File: config.mk
export PLATFORM = sky130hd
export DESIGN_NAME = kv_text_request_parser_core_flat
export DESIGN_NICKNAME = d
export VERILOG_FILES = /design/src/rtl/core/kvp_pkg.sv /design/src/rtl/core/kvp_req_if.sv /design/src/rtl/core/kvp_rsp_if.sv /design/src/rtl/core/kvp_input_stage.sv /design/src/rtl/core/kvp_parser.sv /design/src/rtl/core/kvp_output_stage.sv /design/src/rtl/core/kv_text_request_parser_core.sv /design/src/flat_wrapper.sv
export SDC_FILE = /design/constraint.sdc
export NUM_CORES = 1
export LEC_CHECK = 0
export ABC_AREA = 1
export BUFFER_PORTS_ARGS = -buffer_cell sky130_fd_sc_hd__clkbuf_2
export CORE_ASPECT_RATIO = 0.6
export CORE_MARGIN = 10
export CORE_UTILIZATION = 40
export DETAILED_ROUTE_END_ITERATION = 8
export SLEW_MARGIN = 20
export SYNTH_ARGS = -nofsm -noshare
export SYNTH_HDL_FRONTEND = slang
export SYNTH_SLANG_ARGS = --single-unit
File: constraint.sdc
create_clock -name clock -period 8.8 [get_ports clock]
set_input_delay 0.88 -clock clock [delete_from_list [all_inputs] [get_ports clock]]
set_output_delay 0.88 -clock clock [all_outputs]
set_load 0.005 [all_outputs]
File: src/rtl/core/kvp_pkg.sv
`default_nettype none

package kvp_pkg;

   localparam logic [15:0] HDR_LEN   = 16'd8;
   localparam logic [15:0] POS_MAX   = 16'hFFFF;
   localparam logic [23:0] TOK_SET   = 24'h736574;
   localparam logic [23:0] TOK_GET   = 24'h676574;
   localparam logic [7:0]  CH_SPACE  = 8'h20;
   localparam logic [7:0]  CH_CR     = 8'h0D;
   localparam logic [7:0]  CH_LF     = 8'h0A;
   localparam logic [7:0]  CH_N      = 8'h6E;
   localparam logic [7:0]  CH_ZERO   = 8'h30;
   localparam logic [7:0]  CH_NINE   = 8'h39;

   typedef enum logic [1:0] {
      KIND_UNKNOWN = 2'd0,
      KIND_CLIENT  = 2'd1,
      KIND_GET     = 2'd2,
      KIND_SET     = 2'd3
   } kind_type;

   typedef enum logic [3:0] {
      RSN_NONE      = 4'd0,
      RSN_DATAGRAMS = 4'd1,
      RSN_REQUEST   = 4'd2,
      RSN_KEY       = 4'd3,
      RSN_FLAGS     = 4'd4,
      RSN_TIME      = 4'd5,
      RSN_BYTES     = 4'd6,
      RSN_REPLY     = 4'd7,
      RSN_SIZE      = 4'd8
   } reason_type;

   typedef enum logic [13:0] {
      ST_HEADER   = 14'b00000000000001,
      ST_CMD      = 14'b00000000000010,
      ST_SET_KEY  = 14'b00000000000100,
      ST_FLAGS    = 14'b00000000001000,
      ST_TIME     = 14'b00000000010000,
      ST_BYTES    = 14'b00000000100000,
      ST_REPLY    = 14'b00000001000000,
      ST_REPLY_LF = 14'b00000010000000,
      ST_BYTES_LF = 14'b00000100000000,
      ST_VALUE    = 14'b00001000000000,
      ST_GET_KEY  = 14'b00010000000000,
      ST_GET_DONE = 14'b00100000000000,
      ST_ERR      = 14'b01000000000000,
      ST_UNKNOWN  = 14'b10000000000000
   } stage_type;

   typedef struct packed {
      logic [7:0] byte_in;
      logic       last_byte;
   } req_type;

   typedef struct packed {
      logic [1:0]  command_kind;
      logic [3:0]  error_reason;
      logic [15:0] key_offset;
      logic [15:0] key_length;
      logic [31:0] client_flags;
      logic        no_reply;
      logic [15:0] data_offset;
      logic [31:0] data_length;
   } rsp_type;

endpackage

`default_nettype wire

File: src/rtl/core/kvp_req_if.sv
`default_nettype none

interface kvp_req_if;
   logic       valid;
   logic       ready;
   logic [7:0] byte_in;
   logic       last_byte;

   modport source (output valid, output byte_in, output last_byte, input ready);
   modport sink (input valid, input byte_in, input last_byte, output ready);
endinterface

`default_nettype wire

File: src/rtl/core/kvp_rsp_if.sv
`default_nettype none

interface kvp_rsp_if;
   logic        valid;
   logic        ready;
   logic [1:0]  command_kind;
   logic [3:0]  error_reason;
   logic [15:0] key_offset;
   logic [15:0] key_length;
   logic [31:0] client_flags;
   logic        no_reply;
   logic [15:0] data_offset;
   logic [31:0] data_length;

   modport source (
      output valid, output command_kind, output error_reason, output key_offset,
      output key_length, output client_flags, output no_reply, output data_offset,
      output data_length, input ready
   );
   modport sink (
      input valid, input command_kind, input error_reason, input key_offset,
      input key_length, input client_flags, input no_reply, input data_offset,
      input data_length, output ready
   );
endinterface

`default_nettype wire

File: src/rtl/core/kvp_input_stage.sv
`default_nettype none

module kvp_input_stage (
   input  wire logic             clock,
   input  wire logic             reset,
   input  wire logic             req_valid,
   input  wire kvp_pkg::req_type req_data,
   output logic                  req_ready,
   input  wire logic             consume,
   output logic                  in_valid,
   output kvp_pkg::req_type      in_data
);
   import kvp_pkg::*;

   logic    valid_ff;
   logic    valid_in;
   req_type data_ff;

   assign req_ready = !valid_ff || consume;
   assign valid_in  = req_ready ? req_valid : valid_ff;

   always_ff @(posedge clock) begin
      if (reset) begin
         valid_ff <= 1'b0;
      end else begin
         valid_ff <= valid_in;
      end
   end

   always_ff @(posedge clock) begin
      if (req_ready && req_valid) begin
         data_ff <= req_data;
      end
   end

   assign in_valid = valid_ff;
   assign in_data  = data_ff;
endmodule

`default_nettype wire

File: src/rtl/core/kvp_parser.sv
`default_nettype none

module kvp_parser (
   input  wire logic             clock,
   input  wire logic             reset,
   input  wire logic             in_valid,
   input  wire kvp_pkg::req_type in_data,
   input  wire logic             out_free,
   output logic                  consume,
   output logic                  rsp_load,
   output kvp_pkg::rsp_type      rsp_data
);
   import kvp_pkg::*;

   stage_type  stage_ff, stage_in;
   logic [15:0] pos_ff, pos_in;
   logic [7:0]  cnt_hi_ff, cnt_hi_in;
   logic [23:0] tok_ff, tok_in;
   logic [2:0]  tok_len_ff, tok_len_in;
   logic [15:0] key_start_ff, key_start_in;
   logic [15:0] key_size_ff, key_size_in;
   logic [31:0] flags_ff, flags_in;
   logic [31:0] bytes_ff, bytes_in;
   logic        noreply_ff, noreply_in;
   reason_type  err_ff, err_in;
   logic [15:0] value_start_ff, value_start_in;
   logic        digit_run_ff, digit_run_in;

   logic [7:0]  b;
   logic        is_digit;
   logic        digit_ok;
   logic [31:0] acc;
   logic [35:0] prod;
   logic [31:0] acc_next;
   logic [16:0] avail_diff;
   logic [15:0] avail;
   logic [15:0] key_size_inc;

   assign b         = in_data.byte_in;
   assign consume   = in_valid && (!in_data.last_byte || out_free);
   assign rsp_load  = consume && in_data.last_byte;

   // decimal accumulate with saturation
   assign is_digit  = (b >= CH_ZERO) && (b <= CH_NINE);
   assign digit_ok  = digit_run_ff && is_digit;
   assign acc       = (stage_ff == ST_FLAGS) ? flags_ff : bytes_ff;
   assign prod      = ({4'd0, acc} << 3) + ({4'd0, acc} << 1)
                      + {32'd0, b[3:0] - CH_ZERO[3:0]};
   assign acc_next  = (|prod[35:32]) ? 32'hFFFF_FFFF : prod[31:0];
   assign key_size_inc = key_size_ff + {15'd0, key_size_ff != POS_MAX};

   always_comb begin
      stage_in       = stage_ff;
      pos_in         = pos_ff + {15'd0, pos_ff != POS_MAX};
      cnt_hi_in      = cnt_hi_ff;
      tok_in         = tok_ff;
      tok_len_in     = tok_len_ff;
      key_start_in   = key_start_ff;
      key_size_in    = key_size_ff;
      flags_in       = flags_ff;
      bytes_in       = bytes_ff;
      noreply_in     = noreply_ff;
      err_in         = err_ff;
      value_start_in = value_start_ff;
      digit_run_in   = digit_run_ff;

      case (stage_ff)
         ST_HEADER: begin
            if (pos_ff == 16'd4) begin
               cnt_hi_in = b;
            end
            if (pos_ff == 16'd5 && (cnt_hi_ff != 8'd0 || b != 8'd1)) begin
               err_in   = RSN_DATAGRAMS;
               stage_in = ST_ERR;
            end else if (pos_ff == HDR_LEN - 16'd1) begin
               stage_in = ST_CMD;
            end
         end
         ST_CMD: begin
            if (b == CH_SPACE) begin
               key_start_in = pos_in;
               if (tok_len_ff == 3'd3 && tok_ff == TOK_SET) begin
                  stage_in = ST_SET_KEY;
               end else if (tok_len_ff == 3'd3 && tok_ff == TOK_GET) begin
                  stage_in = ST_GET_KEY;
               end else begin
                  stage_in = ST_UNKNOWN;
               end
            end else begin
               if (tok_len_ff < 3'd3) begin
                  tok_in = {tok_ff[15:0], b};
               end
               if (tok_len_ff < 3'd4) begin
                  tok_len_in = tok_len_ff + 3'd1;
               end
            end
         end
         ST_SET_KEY: begin
            if (b == CH_SPACE) begin
               stage_in     = ST_FLAGS;
               digit_run_in = 1'b1;
            end else begin
               key_size_in = key_size_inc;
            end
         end
         ST_FLAGS: begin
            if (b == CH_SPACE) begin
               stage_in = ST_TIME;
            end else if (digit_ok) begin
               flags_in = acc_next;
            end else begin
               digit_run_in = 1'b0;
            end
         end
         ST_TIME: begin
            if (b == CH_SPACE) begin
               stage_in     = ST_BYTES;
               digit_run_in = 1'b1;
            end
         end
         ST_BYTES: begin
            if (b == CH_SPACE) begin
               stage_in   = ST_REPLY;
               tok_len_in = 3'd0;
            end else if (b == CH_CR) begin
               stage_in = ST_BYTES_LF;
            end else if (digit_ok) begin
               bytes_in = acc_next;
            end else begin
               digit_run_in = 1'b0;
            end
         end
         ST_REPLY: begin
            if (tok_len_ff == 3'd0) begin
               noreply_in = (b == CH_N);
               tok_len_in = 3'd1;
            end
            if (b == CH_CR) begin
               stage_in = ST_REPLY_LF;
            end
         end
         ST_REPLY_LF: begin
            if (b == CH_LF) begin
               value_start_in = pos_in;
               stage_in       = ST_VALUE;
            end else begin
               err_in   = RSN_REPLY;
               stage_in = ST_ERR;
            end
         end
         ST_BYTES_LF: begin
            value_start_in = pos_in;
            stage_in       = ST_VALUE;
         end
         ST_GET_KEY: begin
            if (b == CH_SPACE || b == CH_CR) begin
               stage_in = ST_GET_DONE;
            end else begin
               key_size_in = key_size_inc;
            end
         end
         default: begin
         end
      endcase
   end

   assign avail_diff = {1'b0, pos_in} - {1'b0, value_start_in};
   assign avail      = avail_diff[16] ? 16'd0 : avail_diff[15:0];

   always_comb begin
      rsp_data              = '0;
      rsp_data.command_kind = KIND_CLIENT;
      rsp_data.error_reason = RSN_NONE;
      case (stage_in)
         ST_HEADER:   rsp_data.error_reason = RSN_DATAGRAMS;
         ST_CMD:      rsp_data.error_reason = RSN_REQUEST;
         ST_SET_KEY:  rsp_data.error_reason = RSN_KEY;
         ST_GET_KEY:  rsp_data.error_reason = RSN_KEY;
         ST_FLAGS:    rsp_data.error_reason = RSN_FLAGS;
         ST_TIME:     rsp_data.error_reason = RSN_TIME;
         ST_BYTES:    rsp_data.error_reason = RSN_BYTES;
         ST_BYTES_LF: rsp_data.error_reason = RSN_BYTES;
         ST_REPLY:    rsp_data.error_reason = RSN_REPLY;
         ST_REPLY_LF: rsp_data.error_reason = RSN_REPLY;
         ST_ERR:      rsp_data.error_reason = err_in;
         ST_UNKNOWN:  rsp_data.command_kind = KIND_UNKNOWN;
         ST_GET_DONE: begin
            rsp_data.command_kind = KIND_GET;
            rsp_data.key_offset   = key_start_in;
            rsp_data.key_length   = key_size_in;
         end
         ST_VALUE: begin
            if ({16'd0, avail} < bytes_in) begin
               rsp_data.error_reason = RSN_SIZE;
            end else begin
               rsp_data.command_kind = KIND_SET;
               rsp_data.key_offset   = key_start_in;
               rsp_data.key_length   = key_size_in;
               rsp_data.client_flags = flags_in;
               rsp_data.no_reply     = noreply_in;
               rsp_data.data_offset  = value_start_in;
               rsp_data.data_length  = bytes_in;
            end
         end
         default: begin
         end
      endcase
   end

   always_ff @(posedge clock) begin
      if (reset || rsp_load) begin
         stage_ff       <= ST_HEADER;
         pos_ff         <= '0;
         cnt_hi_ff      <= '0;
         tok_ff         <= '0;
         tok_len_ff     <= '0;
         key_start_ff   <= '0;
         key_size_ff    <= '0;
         flags_ff       <= '0;
         bytes_ff       <= '0;
         noreply_ff     <= 1'b0;
         err_ff         <= RSN_NONE;
         value_start_ff <= '0;
         digit_run_ff   <= 1'b0;
      end else if (consume) begin
         stage_ff       <= stage_in;
         pos_ff         <= pos_in;
         cnt_hi_ff      <= cnt_hi_in;
         tok_ff         <= tok_in;
         tok_len_ff     <= tok_len_in;
         key_start_ff   <= key_start_in;
         key_size_ff    <= key_size_in;
         flags_ff       <= flags_in;
         bytes_ff       <= bytes_in;
         noreply_ff     <= noreply_in;
         err_ff         <= err_in;
         value_start_ff <= value_start_in;
         digit_run_ff   <= digit_run_in;
      end
   end
endmodule

`default_nettype wire

File: src/rtl/core/kvp_output_stage.sv
`default_nettype none

module kvp_output_stage (
   input  wire logic             clock,
   input  wire logic             reset,
   input  wire logic             rsp_load,
   input  wire kvp_pkg::rsp_type rsp_data,
   input  wire logic             rsp_ready,
   output logic                  rsp_valid,
   output kvp_pkg::rsp_type      rsp_out,
   output logic                  out_free
);
   import kvp_pkg::*;

   logic    valid_ff;
   logic    valid_in;
   rsp_type data_ff;

   assign out_free = !valid_ff || rsp_ready;
   assign valid_in = rsp_load || (valid_ff && !rsp_ready);

   always_ff @(posedge clock) begin
      if (reset) begin
         valid_ff <= 1'b0;
      end else begin
         valid_ff <= valid_in;
      end
   end

   always_ff @(posedge clock) begin
      if (rsp_load) begin
         data_ff <= rsp_data;
      end
   end

   assign rsp_valid = valid_ff;
   assign rsp_out   = data_ff;
endmodule

`default_nettype wire

File: src/rtl/core/kv_text_request_parser_core.sv
// result path: input register, parse logic, then the result register
// throughput: one byte per cycle, set by the single parse stage between the input and
//    result registers; a last byte waits only while a previous result is still unread
// reset: synchronous active high, clears both valid flags and returns the parser to the
//    frame header state; the parser also returns there after every last byte
`default_nettype none

module kv_text_request_parser_core (
   input  wire logic clock,
   input  wire logic reset,
   kvp_req_if.sink   req_ch,
   kvp_rsp_if.source rsp_ch
);
   import kvp_pkg::*;

   req_type req_data;
   req_type in_data;
   rsp_type rsp_data;
   rsp_type rsp_out;
   logic    in_valid;
   logic    consume;
   logic    rsp_load;
   logic    out_free;

   assign req_data.byte_in   = req_ch.byte_in;
   assign req_data.last_byte = req_ch.last_byte;

   kvp_input_stage u_input (
      .clock     (clock),
      .reset     (reset),
      .req_valid (req_ch.valid),
      .req_data  (req_data),
      .req_ready (req_ch.ready),
      .consume   (consume),
      .in_valid  (in_valid),
      .in_data   (in_data)
   );

   kvp_parser u_parser (
      .clock    (clock),
      .reset    (reset),
      .in_valid (in_valid),
      .in_data  (in_data),
      .out_free (out_free),
      .consume  (consume),
      .rsp_load (rsp_load),
      .rsp_data (rsp_data)
   );

   kvp_output_stage u_output (
      .clock     (clock),
      .reset     (reset),
      .rsp_load  (rsp_load),
      .rsp_data  (rsp_data),
      .rsp_ready (rsp_ch.ready),
      .rsp_valid (rsp_ch.valid),
      .rsp_out   (rsp_out),
      .out_free  (out_free)
   );

   assign rsp_ch.command_kind = rsp_out.command_kind;
   assign rsp_ch.error_reason = rsp_out.error_reason;
   assign rsp_ch.key_offset   = rsp_out.key_offset;
   assign rsp_ch.key_length   = rsp_out.key_length;
   assign rsp_ch.client_flags = rsp_out.client_flags;
   assign rsp_ch.no_reply     = rsp_out.no_reply;
   assign rsp_ch.data_offset  = rsp_out.data_offset;
   assign rsp_ch.data_length  = rsp_out.data_length;
endmodule

`default_nettype wire

File: src/flat_wrapper.sv
// flat-port wrapper written by rule: the top's interface ports become plain ports
module kv_text_request_parser_core_flat import kvp_pkg::*;
  (clock, reset, req_ch_valid, req_ch_byte_in, req_ch_last_byte, req_ch_ready, rsp_ch_valid, rsp_ch_command_kind, rsp_ch_error_reason, rsp_ch_key_offset, rsp_ch_key_length, rsp_ch_client_flags, rsp_ch_no_reply, rsp_ch_data_offset, rsp_ch_data_length, rsp_ch_ready);
  kvp_req_if req_ch_i ();
  kvp_rsp_if rsp_ch_i ();
  input  wire logic clock;
  input  wire logic reset;
  input wire logic [$bits(req_ch_i.valid)-1:0] req_ch_valid;
  input wire logic [$bits(req_ch_i.byte_in)-1:0] req_ch_byte_in;
  input wire logic [$bits(req_ch_i.last_byte)-1:0] req_ch_last_byte;
  output wire logic [$bits(req_ch_i.ready)-1:0] req_ch_ready;
  output wire logic [$bits(rsp_ch_i.valid)-1:0] rsp_ch_valid;
  output wire logic [$bits(rsp_ch_i.command_kind)-1:0] rsp_ch_command_kind;
  output wire logic [$bits(rsp_ch_i.error_reason)-1:0] rsp_ch_error_reason;
  output wire logic [$bits(rsp_ch_i.key_offset)-1:0] rsp_ch_key_offset;
  output wire logic [$bits(rsp_ch_i.key_length)-1:0] rsp_ch_key_length;
  output wire logic [$bits(rsp_ch_i.client_flags)-1:0] rsp_ch_client_flags;
  output wire logic [$bits(rsp_ch_i.no_reply)-1:0] rsp_ch_no_reply;
  output wire logic [$bits(rsp_ch_i.data_offset)-1:0] rsp_ch_data_offset;
  output wire logic [$bits(rsp_ch_i.data_length)-1:0] rsp_ch_data_length;
  input wire logic [$bits(rsp_ch_i.ready)-1:0] rsp_ch_ready;
  assign req_ch_i.valid = req_ch_valid;
  assign req_ch_i.byte_in = req_ch_byte_in;
  assign req_ch_i.last_byte = req_ch_last_byte;
  assign req_ch_ready = req_ch_i.ready;
  assign rsp_ch_valid = rsp_ch_i.valid;
  assign rsp_ch_command_kind = rsp_ch_i.command_kind;
  assign rsp_ch_error_reason = rsp_ch_i.error_reason;
  assign rsp_ch_key_offset = rsp_ch_i.key_offset;
  assign rsp_ch_key_length = rsp_ch_i.key_length;
  assign rsp_ch_client_flags = rsp_ch_i.client_flags;
  assign rsp_ch_no_reply = rsp_ch_i.no_reply;
  assign rsp_ch_data_offset = rsp_ch_i.data_offset;
  assign rsp_ch_data_length = rsp_ch_i.data_length;
  assign rsp_ch_i.ready = rsp_ch_ready;
  kv_text_request_parser_core u_core (.clock(clock), .reset(reset), .req_ch(req_ch_i), .rsp_ch(rsp_ch_i));
endmodule
==> flow_summary.yaml, run 1 <==
place:
  gp_congestion: 0.944
  dpl.hpwl_um: 40300
  placed_area_sq_mm: 0.0198
  dp.cells: 3195
  port_buffers: 133
sta:
  max_freq_mhz: 125
  max-slew-margin-rel: 0.325
  rsz0062_at_grt: "no"
  fin_skew_ps: 38.8
  fin_crit_sh: 0.911
  setup_viol: 0
  worstMarginPinSlew_ps: 1010
  hold_viol_final: 0
  min_period_ps: 8010
  setup_tns_ps: 0
  drv_slew: 0
critical_path:
  crit_path_end_kind: "register"
  start_kind: "register"
  worstPathArrival_ps: 8250
  critPathMaxStageDelay_ps: 730
  crit_top_cell: "nand2_1"
  cp_max_fo: 74
  worstPathRequired_ps: 9040
  crit_type: "reg2reg"
  cp_slowest_cell: "buf_4"
route:
  wl_um: 53800
  wl_met2_um: 20400
  drt_iter0_markers: 1445
  drc: 0
  wl_per_cell_um: 16.5
  vias_per_cell: 5.17
  top_layer: "met4"
  drt_first_pass_iters: 6
  num_vias: 16800
  ant_nets: 0
  met1_length_um: 28700
  met3WireLength_um: 4150
pwr:
  p_total_w: 0.00375
  leakage_nw: 9.51
  vdd_drop_max_v: 0.000107
  power.density_mw_per_mm2: 179
global_route:
  grt_use_total: 0.187
  grt_max_degree: 84
  grt_overflow_total: 0
  antenna_found_initial: 0
  grt_pass1_wl_um: 86100
  grt_pass1_vias: 15500
run:
  max_cap_violations: 0
die:
  die_area_sq_mm: 0.0559
  die_y_um: 187
  core-area_sq_mm: 0.0462
  ios: 134
  placementRows: 61
  start_util: 0.403
  fp.dieW_um: 299
layout:
  register_area_sq_mm: 0.00755
  final_cell_mix: "nand2_1, inv_1, o21ai_0"
  layout.cells.non_filler: 3257
  antenna_cells: 0
  layout_commonest_cell: "nand2_1"
  multiInputGateArea_sq_mm: 0.00914
  drive_above_1_share: 0.113
  nets: 2718
  fill_cells: 4628
  design_area_sq_mm: 0.0210
  area_growth_pct: 12.7
synth:
  yosysSeqAreaShare: 0.405
  synth.avg_cell_area_sq_um: 7.44
  synth_cell_types: 62
  synth_edf_count: 128
  synthesis.area_sq_mm: 0.0186
  synthArstFlopShare: 0
  synth_warnings: 0
  synth_cells: 2502
  ys_ff_latch: 313
  synth_ff_type: "dfxtp_1"
clocking:
  cts-buffers-inserted: 34
  cts.sinks: 313
  cts_setup_buffers: 0
  root_buffer: "clkbuf_16"
  cts_hold_buffers: 0
  cts_tree: "built"
  clk_pin_slew_ps: 70
  ctsHtreeMaxLevel: 2
  clk_latency_ps: 550
  cts-resized-gates: 0
  clockBufferDepth: 3
run_status:
  status: "finished, final reports clean"
worst_hold_path:
  hold_path_class: "reg2reg"
==> synthesized netlist by cell type, types with 26 or more instances <==
library cell / count / area (sq um)
o211ai_1: 55 / 413
nand3_1: 74 / 370
nand4_1: 34 / 213
nor2_1: 213 / 800
clkbuf_1: 71 / 267
xor2_1: 26 / 228
ha_1: 101 / 1260
dfxtp_1: 185 / 3700
nand2_1: 500 / 1880
inv_1: 387 / 1450
nor3_1: 30 / 150
edfxtp_1: 128 / 3840
o21ai_0: 255 / 1280
a21oi_1: 227 / 1140
==> cells by family after synthesis <==
group                    count (synthesis)  share of synthesized area
XOR/XNOR                                37                     0.0174
multiplexers                             9                    0.00484
AND/OR/NAND/NOR                        941                      0.223
other                                    1                   0.000201
buffers and inverters                  511                      0.108
flip-flops                             313                      0.405
AO/OA/AOI/OAI                          586                      0.170
adder cells (fa/ha/maj)                104                     0.0711
==> worst paths after layout <==
kind                            depth (start not counted)                                      end  slack [ps]                                startpoint
worst max-delay path                                   29    u_core.u_output.rsp_out[87]$_DFFE_PP_         790  u_core.u_parser.stage_ff[3]$_SDFFE_PP0P_
worst min-delay path                                    2  u_core.u_parser.tok_ff[12]$_SDFFE_PP0P_         470    u_core.u_parser.tok_ff[4]$_SDFFE_PP0P_
worst max register to register                         29    u_core.u_output.rsp_out[87]$_DFFE_PP_         790  u_core.u_parser.stage_ff[3]$_SDFFE_PP0P_
worst min register to register                          2  u_core.u_parser.tok_ff[12]$_SDFFE_PP0P_         470    u_core.u_parser.tok_ff[4]$_SDFFE_PP0P_
==> sequential cells by signal, indices dropped and copies added, names as in the netlist <==
| name | count |
|---|---|
| u_core.u_output.rsp_out | 119 |
| u_core.u_parser.key_start_ff | 16 |
| u_core.u_parser.bytes_ff | 32 |
| u_core.u_parser.tok_ff | 24 |
| u_core.u_parser.err_ff | 4 |
| u_core.u_input.in_data | 9 |
| u_core.u_parser.digit_run_ff | 1 |
| u_core.u_parser.pos_ff | 16 |
| u_core.u_input.in_valid | 1 |
| u_core.u_parser.flags_ff | 32 |
| u_core.u_parser.noreply_ff | 1 |
| u_core.u_parser.value_start_ff | 16 |
| u_core.u_parser.stage_ff | 14 |
| u_core.u_parser.cnt_hi_ff | 8 |
| u_core.u_output.rsp_valid | 1 |
| u_core.u_parser.key_size_ff | 16 |
| u_core.u_parser.tok_len_ff | 3 |
==> where the power goes <==
group	internal (W)	total, W	switching (W)	leakage (nW)
logic	0.000201	0.000622	0.000421	6.30
registers	0.00157	0.00161	0.0000383	2.63
clock network	0.000906	0.00153	0.000620	0.580
==> layer usage <==
metal / up-vias / global-route usage
met2: 542 / 0.253
met5: - / 0.00528
met4: 0 / 0.0303
li1: 8417 / -
met3: 45 / 0.0380
met1: 7828 / 0.297
==> critical path, delay by kind of cell, from the launching register on <==
kind	cells	cell delay (ps)
AO/OA/AOI/OAI	7	1630
flip-flops	1	370
buffers and inverters	4	1550
AND/OR/NAND/NOR	15	3010
adder cells (fa/ha/maj)	3	1020
==> area by class of cell <==
type	instances	share of cell area
multi-input cells	1693	0.435
flip-flops and latches	313	0.360
inverters	410	0.0737
clock buffers	47	0.0467
well taps	630	0.0376
repair buffers	149	0.0374
clock inverters	15	0.00966
==> through the flow <==
stage          utilization  setup WS (ps)  hold slack (ps)
2_1_floorplan            -           3180              433
3_3_place_gp         0.429           1150              452
3_5_place_dp         0.429            948              456
4_1_cts              0.455            941              469
5_1_grt              0.455           45.0              494
6_report             0.455            785              469
(Power assumes the default switching activity.)
==> run 2: changes to the inputs <==
Settings changed: ABC_AREA 1 to 0.
==> flow_summary.yaml, run 2 <==
clocking:
  clk_pin_slew_ps: 70
  ctsHtreeMaxLevel: 1
  cts-buffers-inserted: 31
  cts_tree: "built"
  root_buffer: "clkbuf_16"
  clockBufferDepth: 3
  clk_latency_ps: 600
  cts.sinks: 313
place:
  dpl.hpwl_um: 41600
  port_buffers: 133
  dp_slack_ps: 531
  gp_congestion: 0.965
synth:
  synth.avg_cell_area_sq_um: 8.97
  synth_warnings: 0
  synth_top_cells_by_count: "nor2_1, dfxtp_1, a21oi_1"
  yosysSeqAreaShare: 0.420
  ys_top_cells_by_area: "edfxtp_1, dfxtp_1, nor2_1"
  synth_cell_types: 83
  yosysMostFrequentCell: "nor2_1"
  synth_edf_count: 128
  synth_largest_area_cell: "edfxtp_1"
  ys_ff_latch: 313
  synth_cells: 2003
  synthesis.area_sq_mm: 0.0180
  synth_ff_type: "dfxtp_1"
  yosysTopAreaCellShare: 0.214
  synthArstFlopShare: 0
die:
  fp.dieW_um: 294
  start_util: 0.403
  die_y_um: 184
  die_area_sq_mm: 0.0541
  placementRows: 60
  core-area_sq_mm: 0.0446
  ios: 134
run_status:
  status: "finished, final reports clean"
route:
  vias_per_cell: 5.71
  drt_iter0_markers: 1622
  num_vias: 15600
  drt_first_pass_iters: 6
  drc: 0
  wl_per_cell_um: 20.5
  ant_nets: 0
  wl_um: 56100
pwr:
  leakage_nw: 7.68
  vdd_drop_max_v: 0.000150
  power.density_mw_per_mm2: 153
sta:
  fin_ws_ps: 552
  fin_crit_sh: 0.937
  rsz0062_at_grt: "no"
  drv_slew: 0
  setup_tns_ps: 0
  min_period_ps: 8250
  fin_skew_ps: 12.4
  max-slew-margin-rel: 0.332
  max_freq_mhz: 121
  worstMarginPinSlew_ps: 998
  setup_viol: 0
  hold_viol_final: 0
layout:
  antenna_cells: 0
  layout_commonest_cell: "nor2_1"
  final_cell_mix: "nor2_1, dfxtp_1, a21oi_1"
  register_area_sq_mm: 0.00755
  multiInputGateArea_sq_mm: 0.00985
  fill_cells: 4307
  area_growth_pct: 14.3
  largest_register_ffs: 119
  nets: 2239
  drive_above_1_share: 0.163
global_route:
  grt_pass1_vias: 14400
  antenna_found_initial: 0
  grt_util_met1: 0.321
  gr-max-usage-layer: "met1"
  use_met2: 0.264
  use_met3: 0.0495
  grt_overflow_total: 0
  grt_use_total: 0.202
  grt_pass1_wl_um: 86900
  grt_max_degree: 84
worst_hold_path:
  hold_depth: 2
  hold_path_class: "reg2reg"
  holdPathEnd: "u_core.u_parser.tok_ff[23]$_SDFFE_PP0P_"
  hp-start: "u_core.u_parser.tok_ff[23]$_SDFFE_PP0P_"
critical_path:
  crit_path_end_kind: "register"
  worstPathArrival_ps: 8560
  cp_slowest_cell: "nor4_1"
  reg2regPathDepth: 26
  cp_max_fo: 36
  crit_top_cell: "a211oi_1"
  rrSetupSlack_ps: 550
  start_kind: "register"
  regToRegEndpoint: "u_core.u_output.rsp_out[73]$_SDFFCE_PP0P_"
  crit_type: "reg2reg"
  r2r-start: "u_core.u_parser.stage_ff[13]$_SDFFE_PP0P_"
  worstPathRequired_ps: 9110
  critPathMaxStageDelay_ps: 620
run:
  max_cap_violations: 0
run 2: changes by cell type in the layout (fill, tap and decap cells not counted), sizes merged, moves of 23 or more:
cell | before | now
buf | 16 | 56
nand2 | 509 | 128
mux2 | 0 | 32
inv | 411 | 60
o21a | 1 | 24
a21o | 0 | 33
nor2 | 242 | 393
a211oi | 10 | 144
o21ai | 266 | 48
a21oi | 227 | 135
o211ai | 55 | 8
nand3 | 78 | 36
run 2: where the power goes:
| part | total [W] | switching (W) | internal (W) | leakage, nW |
|---|---|---|---|---|
| clock network | 0.00138 | 0.000621 | 0.000764 | 0.520 |
| logic | 0.000211 | 0.000137 | 0.0000736 | 4.38 |
| registers | 0.00154 | 0.0000155 | 0.00152 | 2.78 |
run 2: metrics by stage:
| step | std cells | utilization | hold slack [ps] | total power [W] | instance area (sq um) |
|---|---|---|---|---|---|
| 2_1_floorplan | 2018 | - | 427 | 0.00171 | 18000 |
| 3_3_place_gp | 2678 | 0.437 | 438 | 0.00178 | 19500 |
| 3_5_place_dp | 2678 | 0.437 | 448 | 0.00178 | 19500 |
| 4_1_cts | 2736 | 0.460 | 440 | 0.00316 | 20500 |
| 5_1_grt | 2736 | 0.460 | 441 | 0.00325 | 20500 |
| 6_report | 2736 | 0.460 | 451 | 0.00313 | 20500 |
run 2: layout make-up:
class                   instances  share of cell area
flip-flops and latches        313               0.368
clock buffers                  37              0.0419
repair buffers                189              0.0555
clock inverters                21             0.00914
inverters                      56              0.0102
well taps                     589              0.0359
multi-input cells            1531               0.480
run 2: worst max path at each step:
stage	from	endpoint	slack, ps
3_3_place_gp	u_core.u_parser.stage_ff[0]$_SDFFE_PP1P_	u_core.u_output.rsp_out[77]$_SDFFCE_PP0P_	690
3_5_place_dp	u_core.u_parser.stage_ff[0]$_SDFFE_PP1P_	u_core.u_output.rsp_out[75]$_SDFFCE_PP0P_	530
6_report	u_core.u_parser.stage_ff[13]$_SDFFE_PP0P_	u_core.u_output.rsp_out[73]$_SDFFCE_PP0P_	550
4_1_cts	u_core.u_parser.stage_ff[0]$_SDFFE_PP1P_	u_core.u_output.rsp_out[75]$_SDFFCE_PP0P_	520
2_1_floorplan	u_core.u_parser.stage_ff[13]$_SDFFE_PP0P_	u_core.u_output.rsp_out[93]$_DFFE_PP_	820
5_1_grt	u_core.u_parser.stage_ff[3]$_SDFFE_PP0P_	u_core.u_output.rsp_out[77]$_SDFFCE_PP0P_	80
run 2: cells by family after synthesis:
family          Yosys count  synth area share
xor+xnor                 72            0.0351
simple gates            812             0.215
other cells               1          0.000209
mux                      51            0.0306
flops                   313             0.420
fa+ha+maj               104            0.0737
buf+inv                 174            0.0384
compound gates          476             0.187
run 2: worst max-delay path, delay by kind of cell, from the launching register on:
| family | cells | cell delay (ps) |
|---|---|---|
| AO/OA/AOI/OAI | 9 | 2170 |
| adder cells (fa/ha/maj) | 3 | 930 |
| buffers and inverters | 3 | 730 |
| flip-flops | 1 | 350 |
| multiplexers | 1 | 330 |
| AND/OR/NAND/NOR | 10 | 3430 |
run 2: timing repair:
item,CTS,global route
buffers inserted,0,0
resized for setup,0,1
hold buffers,0,0
endpoints found under the setup margin,0,49
run 2: routing by layer:
layer,share of wire,up-vias
met2,0.38,600
met1,0.52,7439
met3,0.088,59
li1,-,7511
met4,0.019,0
met5,0,-
